--- src/sv/asc_pkg.sv ---
`timescale 1ns / 1ps
package asc_pkg;
   localparam logic [63:0] IV_WORD = 64'h80400c0600000000;
   localparam logic [63:0] PAD_TOP = 64'h8000000000000000;
   localparam int ROUNDS_A = 12;
   localparam int ROUNDS_B = 6;

   localparam logic [1:0] CMD_START = 2'd0;
   localparam logic [1:0] CMD_AD = 2'd1;
   localparam logic [1:0] CMD_TEXT = 2'd2;
   localparam logic [1:0] CMD_FINISH = 2'd3;

   localparam logic [1:0] PH_IDLE = 2'd0;
   localparam logic [1:0] PH_AD = 2'd1;
   localparam logic [1:0] PH_TEXT = 2'd2;
   localparam logic [1:0] PH_DONE = 2'd3;

   localparam logic [2:0] REG_KEY_HIGH = 3'd0;
   localparam logic [2:0] REG_KEY_LOW = 3'd1;
   localparam logic [2:0] REG_NONCE_HIGH = 3'd2;
   localparam logic [2:0] REG_NONCE_LOW = 3'd3;
   localparam logic [2:0] REG_DECRYPT = 3'd4;

   typedef logic [63:0] word_type;
   typedef word_type [4:0] state_type;

   function automatic word_type lead_mask(input logic [3:0] n);
      word_type m;
      m = '0;
      for (int i = 0; i < 8; i++) begin
         if (i < int'(n)) begin
            m[63-8*i -: 8] = 8'hff;
         end
      end
      return m;
   endfunction

   function automatic word_type pad_at(input logic [3:0] n);
      word_type p;
      p = '0;
      for (int i = 0; i < 8; i++) begin
         if (i == int'(n)) begin
            p[63-8*i] = 1'b1;
         end
      end
      return p;
   endfunction
endpackage

--- src/sv/asc_round.sv ---
`timescale 1ns / 1ps
module asc_round
   import asc_pkg::*;
(
   input  state_type  s_in,
   input  logic [3:0] round_idx,
   output state_type  s_out
);
   word_type x0, x1, x2, x3, x4, t0, t1, t2, t3, t4;
   logic [7:0] rc;

   always_comb begin
      rc = 8'hf0 - 8'({4'd0, round_idx} * 8'h0f);
      x0 = s_in[0];
      x1 = s_in[1];
      x2 = s_in[2] ^ {56'd0, rc};
      x3 = s_in[3];
      x4 = s_in[4];
      x0 = x0 ^ x4;
      x4 = x4 ^ x3;
      x2 = x2 ^ x1;
      t0 = ~x0 & x1;
      t1 = ~x1 & x2;
      t2 = ~x2 & x3;
      t3 = ~x3 & x4;
      t4 = ~x4 & x0;
      x0 = x0 ^ t1;
      x1 = x1 ^ t2;
      x2 = x2 ^ t3;
      x3 = x3 ^ t4;
      x4 = x4 ^ t0;
      x1 = x1 ^ x0;
      x0 = x0 ^ x4;
      x3 = x3 ^ x2;
      x2 = ~x2;
      s_out[0] = x0 ^ {x0[18:0], x0[63:19]} ^ {x0[27:0], x0[63:28]};
      s_out[1] = x1 ^ {x1[60:0], x1[63:61]} ^ {x1[38:0], x1[63:39]};
      s_out[2] = x2 ^ {x2[0], x2[63:1]} ^ {x2[5:0], x2[63:6]};
      s_out[3] = x3 ^ {x3[9:0], x3[63:10]} ^ {x3[16:0], x3[63:17]};
      s_out[4] = x4 ^ {x4[6:0], x4[63:7]} ^ {x4[40:0], x4[63:41]};
   end
endmodule

--- src/sv/ascon128_aead_engine_top.sv ---
`timescale 1ns / 1ps
// channel | valid     | stall     | payload
// req     | req_valid | req_stall | command, data_in, byte_count, last_block, expected tag
// rsp     | rsp_valid | rsp_stall | data_out, valid_bytes, tag_high/low, tag_match, status
// csr     | csr_write | -         | csr_index, csr_data
// one permutation round per cycle through a single shared round unit
// rsp_valid rises after acceptance once start and finish have run the ROUNDS_A permutation, a word
// has run p6, or at once with no permutation for a partial last text word, an empty ad close or a rejected command
// implicit close of associated data adds a p6 run (none when none was absorbed),
// a full last associated-data word adds a further p6 run for the pad
// reset is synchronous and clears the state words, phase and control
// req_stall is high from acceptance until the result transaction is taken
module ascon128_aead_engine_top
   import asc_pkg::*;
(
   input  logic        clock,
   input  logic        reset,
   input  logic        req_valid,
   output logic        req_stall,
   input  logic [1:0]  req_command,
   input  logic [63:0] req_data_in,
   input  logic [3:0]  req_byte_count,
   input  logic        req_last_block,
   input  logic [63:0] req_expected_tag_high,
   input  logic [63:0] req_expected_tag_low,
   output logic        rsp_valid,
   input  logic        rsp_stall,
   output logic [63:0] rsp_data_out,
   output logic [3:0]  rsp_valid_bytes,
   output logic [63:0] rsp_tag_high,
   output logic [63:0] rsp_tag_low,
   output logic        rsp_tag_match,
   output logic        rsp_status,
   input  logic        csr_write,
   input  logic [2:0]  csr_index,
   input  logic [63:0] csr_data
);
   // sequencer steps
   localparam logic [3:0] S_IDLE = 4'd0;
   localparam logic [3:0] S_DISPATCH = 4'd1;
   localparam logic [3:0] S_PERM = 4'd2;
   localparam logic [3:0] S_RESP = 4'd3;

   // follow-up actions after a permutation
   localparam logic [3:0] A_START_END = 4'd0;
   localparam logic [3:0] A_CLOSE_END = 4'd1;
   localparam logic [3:0] A_AD_END = 4'd2;
   localparam logic [3:0] A_AD_PAD = 4'd3;
   localparam logic [3:0] A_TEXT_END = 4'd4;
   localparam logic [3:0] A_FIN_END = 4'd5;

   logic [3:0]  st_ff, st_in, act_ff, act_in, rnd_ff, rnd_in, left_ff, left_in;
   state_type   x_ff, x_in, x_rnd;
   logic [1:0]  phase_ff, phase_in;
   logic        adc_ff, adc_in, ads_ff, ads_in, dec_ff;
   word_type    kh_ff, kl_ff, nh_ff, nl_ff;
   logic [1:0]  cmd_ff;
   word_type    d_ff, eh_ff, el_ff;
   logic [3:0]  n_ff;
   logic        last_ff;
   logic        rv_ff, rv_in;
   word_type    do_ff, do_in, th_ff, th_in, tl_ff, tl_in;
   logic [3:0]  vb_ff, vb_in;
   logic        tm_ff, tm_in, stat_ff, stat_in;
   word_type    m, dm;

   asc_round u_round (.s_in(x_ff), .round_idx(rnd_ff), .s_out(x_rnd));

   assign req_stall = (st_ff != S_IDLE);
   assign rsp_valid = rv_ff;
   assign rsp_data_out = do_ff;
   assign rsp_valid_bytes = vb_ff;
   assign rsp_tag_high = th_ff;
   assign rsp_tag_low = tl_ff;
   assign rsp_tag_match = tm_ff;
   assign rsp_status = stat_ff;

   always_comb begin
      st_in = st_ff;
      act_in = act_ff;
      rnd_in = rnd_ff;
      left_in = left_ff;
      x_in = x_ff;
      phase_in = phase_ff;
      adc_in = adc_ff;
      ads_in = ads_ff;
      rv_in = rv_ff;
      do_in = do_ff;
      vb_in = vb_ff;
      th_in = th_ff;
      tl_in = tl_ff;
      tm_in = tm_ff;
      stat_in = stat_ff;
      m = lead_mask(n_ff);
      dm = d_ff & m;
      case (st_ff)
         S_IDLE: begin
            if (req_valid) begin
               st_in = S_DISPATCH;
               do_in = '0;
               vb_in = '0;
               th_in = '0;
               tl_in = '0;
               tm_in = 1'b0;
               stat_in = 1'b0;
            end
         end
         S_DISPATCH: begin
            st_in = S_PERM;
            case (cmd_ff)
               CMD_START: begin
                  x_in[0] = IV_WORD;
                  x_in[1] = kh_ff;
                  x_in[2] = kl_ff;
                  x_in[3] = nh_ff;
                  x_in[4] = nl_ff;
                  rnd_in = 4'd0;
                  left_in = 4'(ROUNDS_A);
                  act_in = A_START_END;
               end
               default: begin
                  if ((cmd_ff == CMD_AD && phase_ff != PH_AD) ||
                      (cmd_ff == CMD_TEXT && (phase_ff == PH_IDLE || phase_ff == PH_DONE)) ||
                      (cmd_ff == CMD_FINISH && phase_ff == PH_IDLE)) begin
                     stat_in = 1'b1;
                     st_in = S_RESP;
                  end else if (phase_ff == PH_AD && cmd_ff != CMD_AD) begin
                     // implicit close of associated data
                     if (ads_ff) begin
                        x_in[0] = x_ff[0] ^ PAD_TOP;
                        rnd_in = 4'(ROUNDS_A - ROUNDS_B);
                        left_in = 4'(ROUNDS_B);
                        act_in = A_CLOSE_END;
                     end else begin
                        x_in[4] = x_ff[4] ^ 64'd1;
                        adc_in = 1'b1;
                        phase_in = PH_TEXT;
                        st_in = S_DISPATCH;
                     end
                  end else if (cmd_ff == CMD_AD) begin
                     rnd_in = 4'(ROUNDS_A - ROUNDS_B);
                     left_in = 4'(ROUNDS_B);
                     if (!last_ff || n_ff == 4'd8) begin
                        x_in[0] = x_ff[0] ^ d_ff;
                        ads_in = 1'b1;
                        act_in = last_ff ? A_AD_PAD : A_AD_END;
                     end else if (n_ff == 4'd0 && !ads_ff) begin
                        x_in[4] = x_ff[4] ^ 64'd1;
                        adc_in = 1'b1;
                        phase_in = PH_TEXT;
                        st_in = S_RESP;
                     end else begin
                        x_in[0] = x_ff[0] ^ dm ^ pad_at(n_ff);
                        ads_in = 1'b0;
                        act_in = A_CLOSE_END;
                     end
                  end else if (cmd_ff == CMD_TEXT) begin
                     if (!last_ff || n_ff == 4'd8) begin
                        do_in = d_ff ^ x_ff[0];
                        vb_in = 4'd8;
                        x_in[0] = dec_ff ? d_ff : (d_ff ^ x_ff[0]);
                        rnd_in = 4'(ROUNDS_A - ROUNDS_B);
                        left_in = 4'(ROUNDS_B);
                        act_in = A_TEXT_END;
                     end else begin
                        do_in = (x_ff[0] ^ dm) & m;
                        vb_in = n_ff;
                        x_in[0] = (dec_ff ? (dm | (x_ff[0] & ~m)) : (x_ff[0] ^ dm))
                                  ^ pad_at(n_ff);
                        phase_in = PH_DONE;
                        st_in = S_RESP;
                     end
                  end else begin
                     x_in[0] = (phase_ff == PH_TEXT) ? (x_ff[0] ^ PAD_TOP) : x_ff[0];
                     x_in[1] = x_ff[1] ^ kh_ff;
                     x_in[2] = x_ff[2] ^ kl_ff;
                     rnd_in = 4'd0;
                     left_in = 4'(ROUNDS_A);
                     act_in = A_FIN_END;
                  end
               end
            endcase
         end
         S_PERM: begin
            if (left_ff != 4'd0) begin
               x_in = x_rnd;
               rnd_in = rnd_ff + 4'd1;
               left_in = left_ff - 4'd1;
            end else begin
               st_in = S_RESP;
               case (act_ff)
                  A_START_END: begin
                     x_in[3] = x_ff[3] ^ kh_ff;
                     x_in[4] = x_ff[4] ^ kl_ff;
                     phase_in = PH_AD;
                     adc_in = 1'b0;
                     ads_in = 1'b0;
                  end
                  A_CLOSE_END: begin
                     x_in[4] = x_ff[4] ^ 64'd1;
                     adc_in = 1'b1;
                     phase_in = PH_TEXT;
                     // implicit close goes back to run the actual command
                     if (cmd_ff != CMD_AD) begin
                        st_in = S_DISPATCH;
                     end
                  end
                  A_AD_PAD: begin
                     x_in[0] = x_ff[0] ^ PAD_TOP;
                     rnd_in = 4'(ROUNDS_A - ROUNDS_B);
                     left_in = 4'(ROUNDS_B);
                     act_in = A_CLOSE_END;
                     st_in = S_PERM;
                  end
                  A_TEXT_END: begin
                     if (last_ff) begin
                        x_in[0] = x_ff[0] ^ PAD_TOP;
                        phase_in = PH_DONE;
                     end
                  end
                  A_FIN_END: begin
                     x_in[3] = x_ff[3] ^ kh_ff;
                     x_in[4] = x_ff[4] ^ kl_ff;
                     th_in = x_ff[3] ^ kh_ff;
                     tl_in = x_ff[4] ^ kl_ff;
                     tm_in = dec_ff && ((x_ff[3] ^ kh_ff) == eh_ff) &&
                             ((x_ff[4] ^ kl_ff) == el_ff);
                     phase_in = PH_IDLE;
                     adc_in = 1'b0;
                     ads_in = 1'b0;
                  end
                  default: ;
               endcase
            end
         end
         S_RESP: begin
            if (!rv_ff) begin
               rv_in = 1'b1;
            end else if (!rsp_stall) begin
               rv_in = 1'b0;
               st_in = S_IDLE;
            end
         end
         default: st_in = S_IDLE;
      endcase
   end

   always_ff @(posedge clock) begin
      if (reset) begin
         st_ff <= S_IDLE;
         x_ff <= '0;
         phase_ff <= PH_IDLE;
         adc_ff <= 1'b0;
         ads_ff <= 1'b0;
         rv_ff <= 1'b0;
         kh_ff <= '0;
         kl_ff <= '0;
         nh_ff <= '0;
         nl_ff <= '0;
         dec_ff <= 1'b0;
      end else begin
         st_ff <= st_in;
         x_ff <= x_in;
         phase_ff <= phase_in;
         adc_ff <= adc_in;
         ads_ff <= ads_in;
         rv_ff <= rv_in;
         if (csr_write) begin
            case (csr_index)
               REG_KEY_HIGH: kh_ff <= csr_data;
               REG_KEY_LOW: kl_ff <= csr_data;
               REG_NONCE_HIGH: nh_ff <= csr_data;
               REG_NONCE_LOW: nl_ff <= csr_data;
               REG_DECRYPT: dec_ff <= csr_data[0];
               default: ;
            endcase
         end
      end
   end

   always_ff @(posedge clock) begin
      act_ff <= act_in;
      rnd_ff <= rnd_in;
      left_ff <= left_in;
      do_ff <= do_in;
      vb_ff <= vb_in;
      th_ff <= th_in;
      tl_ff <= tl_in;
      tm_ff <= tm_in;
      stat_ff <= stat_in;
      if (st_ff == S_IDLE && req_valid) begin
         cmd_ff <= req_command;
         d_ff <= req_data_in;
         n_ff <= (req_byte_count > 4'd8) ? 4'd8 : req_byte_count;
         last_ff <= req_last_block;
         eh_ff <= req_expected_tag_high;
         el_ff <= req_expected_tag_low;
      end
   end
endmodule
--- config.mk ---
export PLATFORM = sky130hd
export DESIGN_NAME = ascon128_aead_engine_top
export DESIGN_NICKNAME = d
export VERILOG_FILES = /design/src/sv/asc_pkg.sv /design/src/sv/asc_round.sv /design/src/sv/ascon128_aead_engine_top.sv
export SDC_FILE = /design/constraint.sdc
export NUM_CORES = 2
export LEC_CHECK = 0
export CORE_MARGIN = 10
export CORE_UTILIZATION = 30
export DETAILED_ROUTE_END_ITERATION = 10
export DONT_BUFFER_PORTS = 1
export PLACE_DENSITY = 0.51
export SLEW_MARGIN = 15
export SYNTH_ARGS = -nofsm -noshare
export SYNTH_HDL_FRONTEND = slang
export SYNTH_HIERARCHICAL = 1
export SYNTH_SLANG_ARGS = --single-unit
--- constraint.sdc ---
create_clock -name clock -period 19.11 [get_ports clock]
set_input_delay 1.911 -clock clock [delete_from_list [all_inputs] [get_ports clock]]
set_output_delay 1.911 -clock clock [all_outputs]
set_load 0.005 [all_outputs]
==> reports/metrics.yaml <==
setup_path:
  cp-start-kind: "register"
  required_ps: 19800
  r2r_end: "x_ff[242]"
  cpLargestDelayFamily: "adder cells"
  cpMostUsedCell: "xnor2_1"
  cpPeakStageDelay_ps: 580
  crit_path_top_delay_cell: "xnor2_1"
  crit_start: "rnd_ff[2]"
  cp_num_buf_inv: 2
  crit_arrival_ps: 5770
  worst-path-max-fanout: 6
  rr_startpoint: "rnd_ff[2]"
  regToRegSetupSlack_ps: 14030
  crit_path_end_kind: "register"
  path_class: "register to register"
  r2r_cells: 16
  crit_path_cell_trace: "inv_1 > fa_1 > ha_1 > inv_1 > ha_1 > fa_1 > xor2_1 > ha_1 > xnor2_1 > xnor2_1 > xnor2_1 > xnor2_1 > nor2_1 > nor3_1 > a21oi_1 > a211oi_1"
clock_tree:
  cts_hold_buf: 0
  cts_made_buffers: 117
  cts_htree_levels: 3
  clk_path_buf_depth: 3
  root_buffer: "clkbuf_16"
  tritoncts: "built"
  clk_latency_ps: 830
  cts_sinks: 991
  cts_setup_buffers: 0
  cts-resized-gates: 0
  path_clk_slew_ps: 60
place:
  gp_congestion: 1.022
  numPortBuffers: 0
  dp_hpwl_um: 233400
timing:
  rsz0062_at_grt: "no"
  finalCritPeriodShare: 0.2657
  setup_viol: 0
  fmax_ghz: 0.1970
  tightest_slew_ps: 1701
  whs_ps: 453.8
  finClkSkew_ps: 37.86
  slew_violations: 132
  slew_headroom: -0.1343
  hold_viol: 0
  finalSetupTns_ps: 0
  period_minus_slack_ps: 5077
worst_hold_path:
  min_from: "nl_ff[21]"
  hold_end: "nl_ff[21]"
  holdCritPathClass: "register to register"
  whs_path_depth: 2
route:
  drc: 0
  vias: 52770
  routed_wl_um: 303700
  via_per_inst: 5.589
  drt-wirelength-per-cell_um: 32.17
  drt-initial-drc-count: 7340
  postRouteAntennaNets: 0
  first_pass_iters: 8
die:
  num_rows: 165
  die-width_um: 471.8
  coreArea_mm2: 0.2025
  die_area_mm2: 0.2226
  initial_core_util: 0.3023
  die_h_um: 471.8
  io_pins: 471
synth:
  synth_area_per_cell_um2: 9.065
  synthDistinctLibCells: 92
  synth_area_leader_cell: "edfxtp_1"
  ys_warn_count: 6
  synthArstFlopShare: 0
  syn-num-nets: 7193
  ys.flop_type: "dfxtp_1"
  synth-seq-cells: 991
  synth.top_cells.by_area: "edfxtp_1, dfxtp_1, xnor2_1"
  netlist_instances: 6755
  synth_top_area_frac: 0.2001
  syn_area_mm2: 0.06123
  synth_edf_count: 408
  synth-seq-area-share: 0.3907
status:
  violations: "max-slew violations"
  status: "finished with violations"
job:
  drv_cap: 0
global_route:
  grt_pass1_vias: 48110
  grt_first_pass_wirelength_um: 410400
  overflow: 0
  antenna_found_initial: 35
  grt_start_max_net_pins: 584
  track_usage: 0.2600
final_layout:
  syn2layout_area_growth_pct: 12.16
  finalNetCount: 7095
  largest_reg_flops: 320
  layout-drive-gt1-share: 0.08642
  top_register: "x_ff"
-- worst max-delay path by stage --
stage	endpoint	slack, ps	cells after the start
floorplan	rsp_data_out[0]	5670	2
global placement	x_ff[246]	14130	16
detailed placement	x_ff[253]	14070	16
CTS	x_ff[253]	14050	16
global route	x_ff[199]	13820	16
finish	x_ff[242]	14030	16
-- through the flow --
step | cells | setup WS [ps] | area [um^2] | utilization
final | 9442 | 14030 | 68670 | 0.3391
after global routing | 9434 | 13820 | 68650 | 0.3390
after CTS | 9428 | 14050 | 68590 | 0.3387
after detailed placement | 9208 | 14070 | 64470 | 0.3183
after global placement | 9208 | 14130 | 64460 | 0.3183
after floorplan | 6755 | 5668 | 61230 | -
-- worst reg2reg max path: cells and delay by family (launching register included) --
family,cells,cell delay [ps]
XOR/XNOR,5,1750
adder cells (fa/ha/maj),5,1910
flip-flops,1,490
buffers and inverters,2,250
AND/OR/NAND/NOR,2,250
AO/OA/AOI/OAI,2,300
-- area by class of cell --
cell class | instances | area [um^2]
Clock buffer | 149 | 3283
Tap cell | 2672 | 3343
Antenna cell | 12 | 30.03
Clock inverter | 71 | 838.3
Timing Repair Buffer | 167 | 1324
Inverter | 294 | 1114
Fill cell | 20750 | 133900
Multi-Input combinational cell | 5086 | 34820
Sequential cell | 991 | 23920
-- cells in the final DEF (no fill, tap or decap), types with 148 or more instances in the layout --
master and n:
nand2_1 880, xnor2_1 869, a21oi_1 613, dfxtp_1 583, nor2_1 477, o21ai_0 431
edfxtp_1 408, xor2_1 376, inv_1 291, ha_1 162, buf_4 162, a221oi_1 148
-- kinds of logic after synthesis --
| group | synth area share |
|---|---|
| adder cells (fa/ha/maj) | 0.04395 |
| multiplexers | 0.005946 |
| AO/OA/AOI/OAI | 0.1624 |
| XOR/XNOR | 0.2214 |
| buffers and inverters | 0.04363 |
| AND/OR/NAND/NOR | 0.1319 |
| flip-flops | 0.3907 |
-- cell usage after synthesis (41+ instances only) --
master and number:
edfxtp_1 408, nor2_1 479, inv_1 292, o211ai_1 41, buf_2 50, xnor2_1 875, a221oi_1 148, or2_2 42
dfxtp_1 583, maj3_1 56, xnor3_1 63, nand2_1 882, a31o_2 45, a21oi_1 614, clkbuf_1 282, a211oi_1 65
and2_1 85, nor3_1 70, ha_1 163, o21ai_0 432, nor2b_1 75, a222oi_1 65, xor2_1 379, nand3_1 85
-- metal layers --
| layer | GRT usage | up-vias | routed length [um] |
|---|---|---|---|
| met5 | 0 | - | 140 |
| met4 | 0.1033 | 28 | 13400 |
| met3 | 0.07049 | 446 | 32530 |
| met2 | 0.3880 | 2782 | 127900 |
| met1 | 0.3545 | 26380 | 129700 |
| li1 | - | 23130 | - |
Power is left out: the tool's default activity adds up to more than one toggle a clock period on the data nets, which glitch-free logic cannot reach.
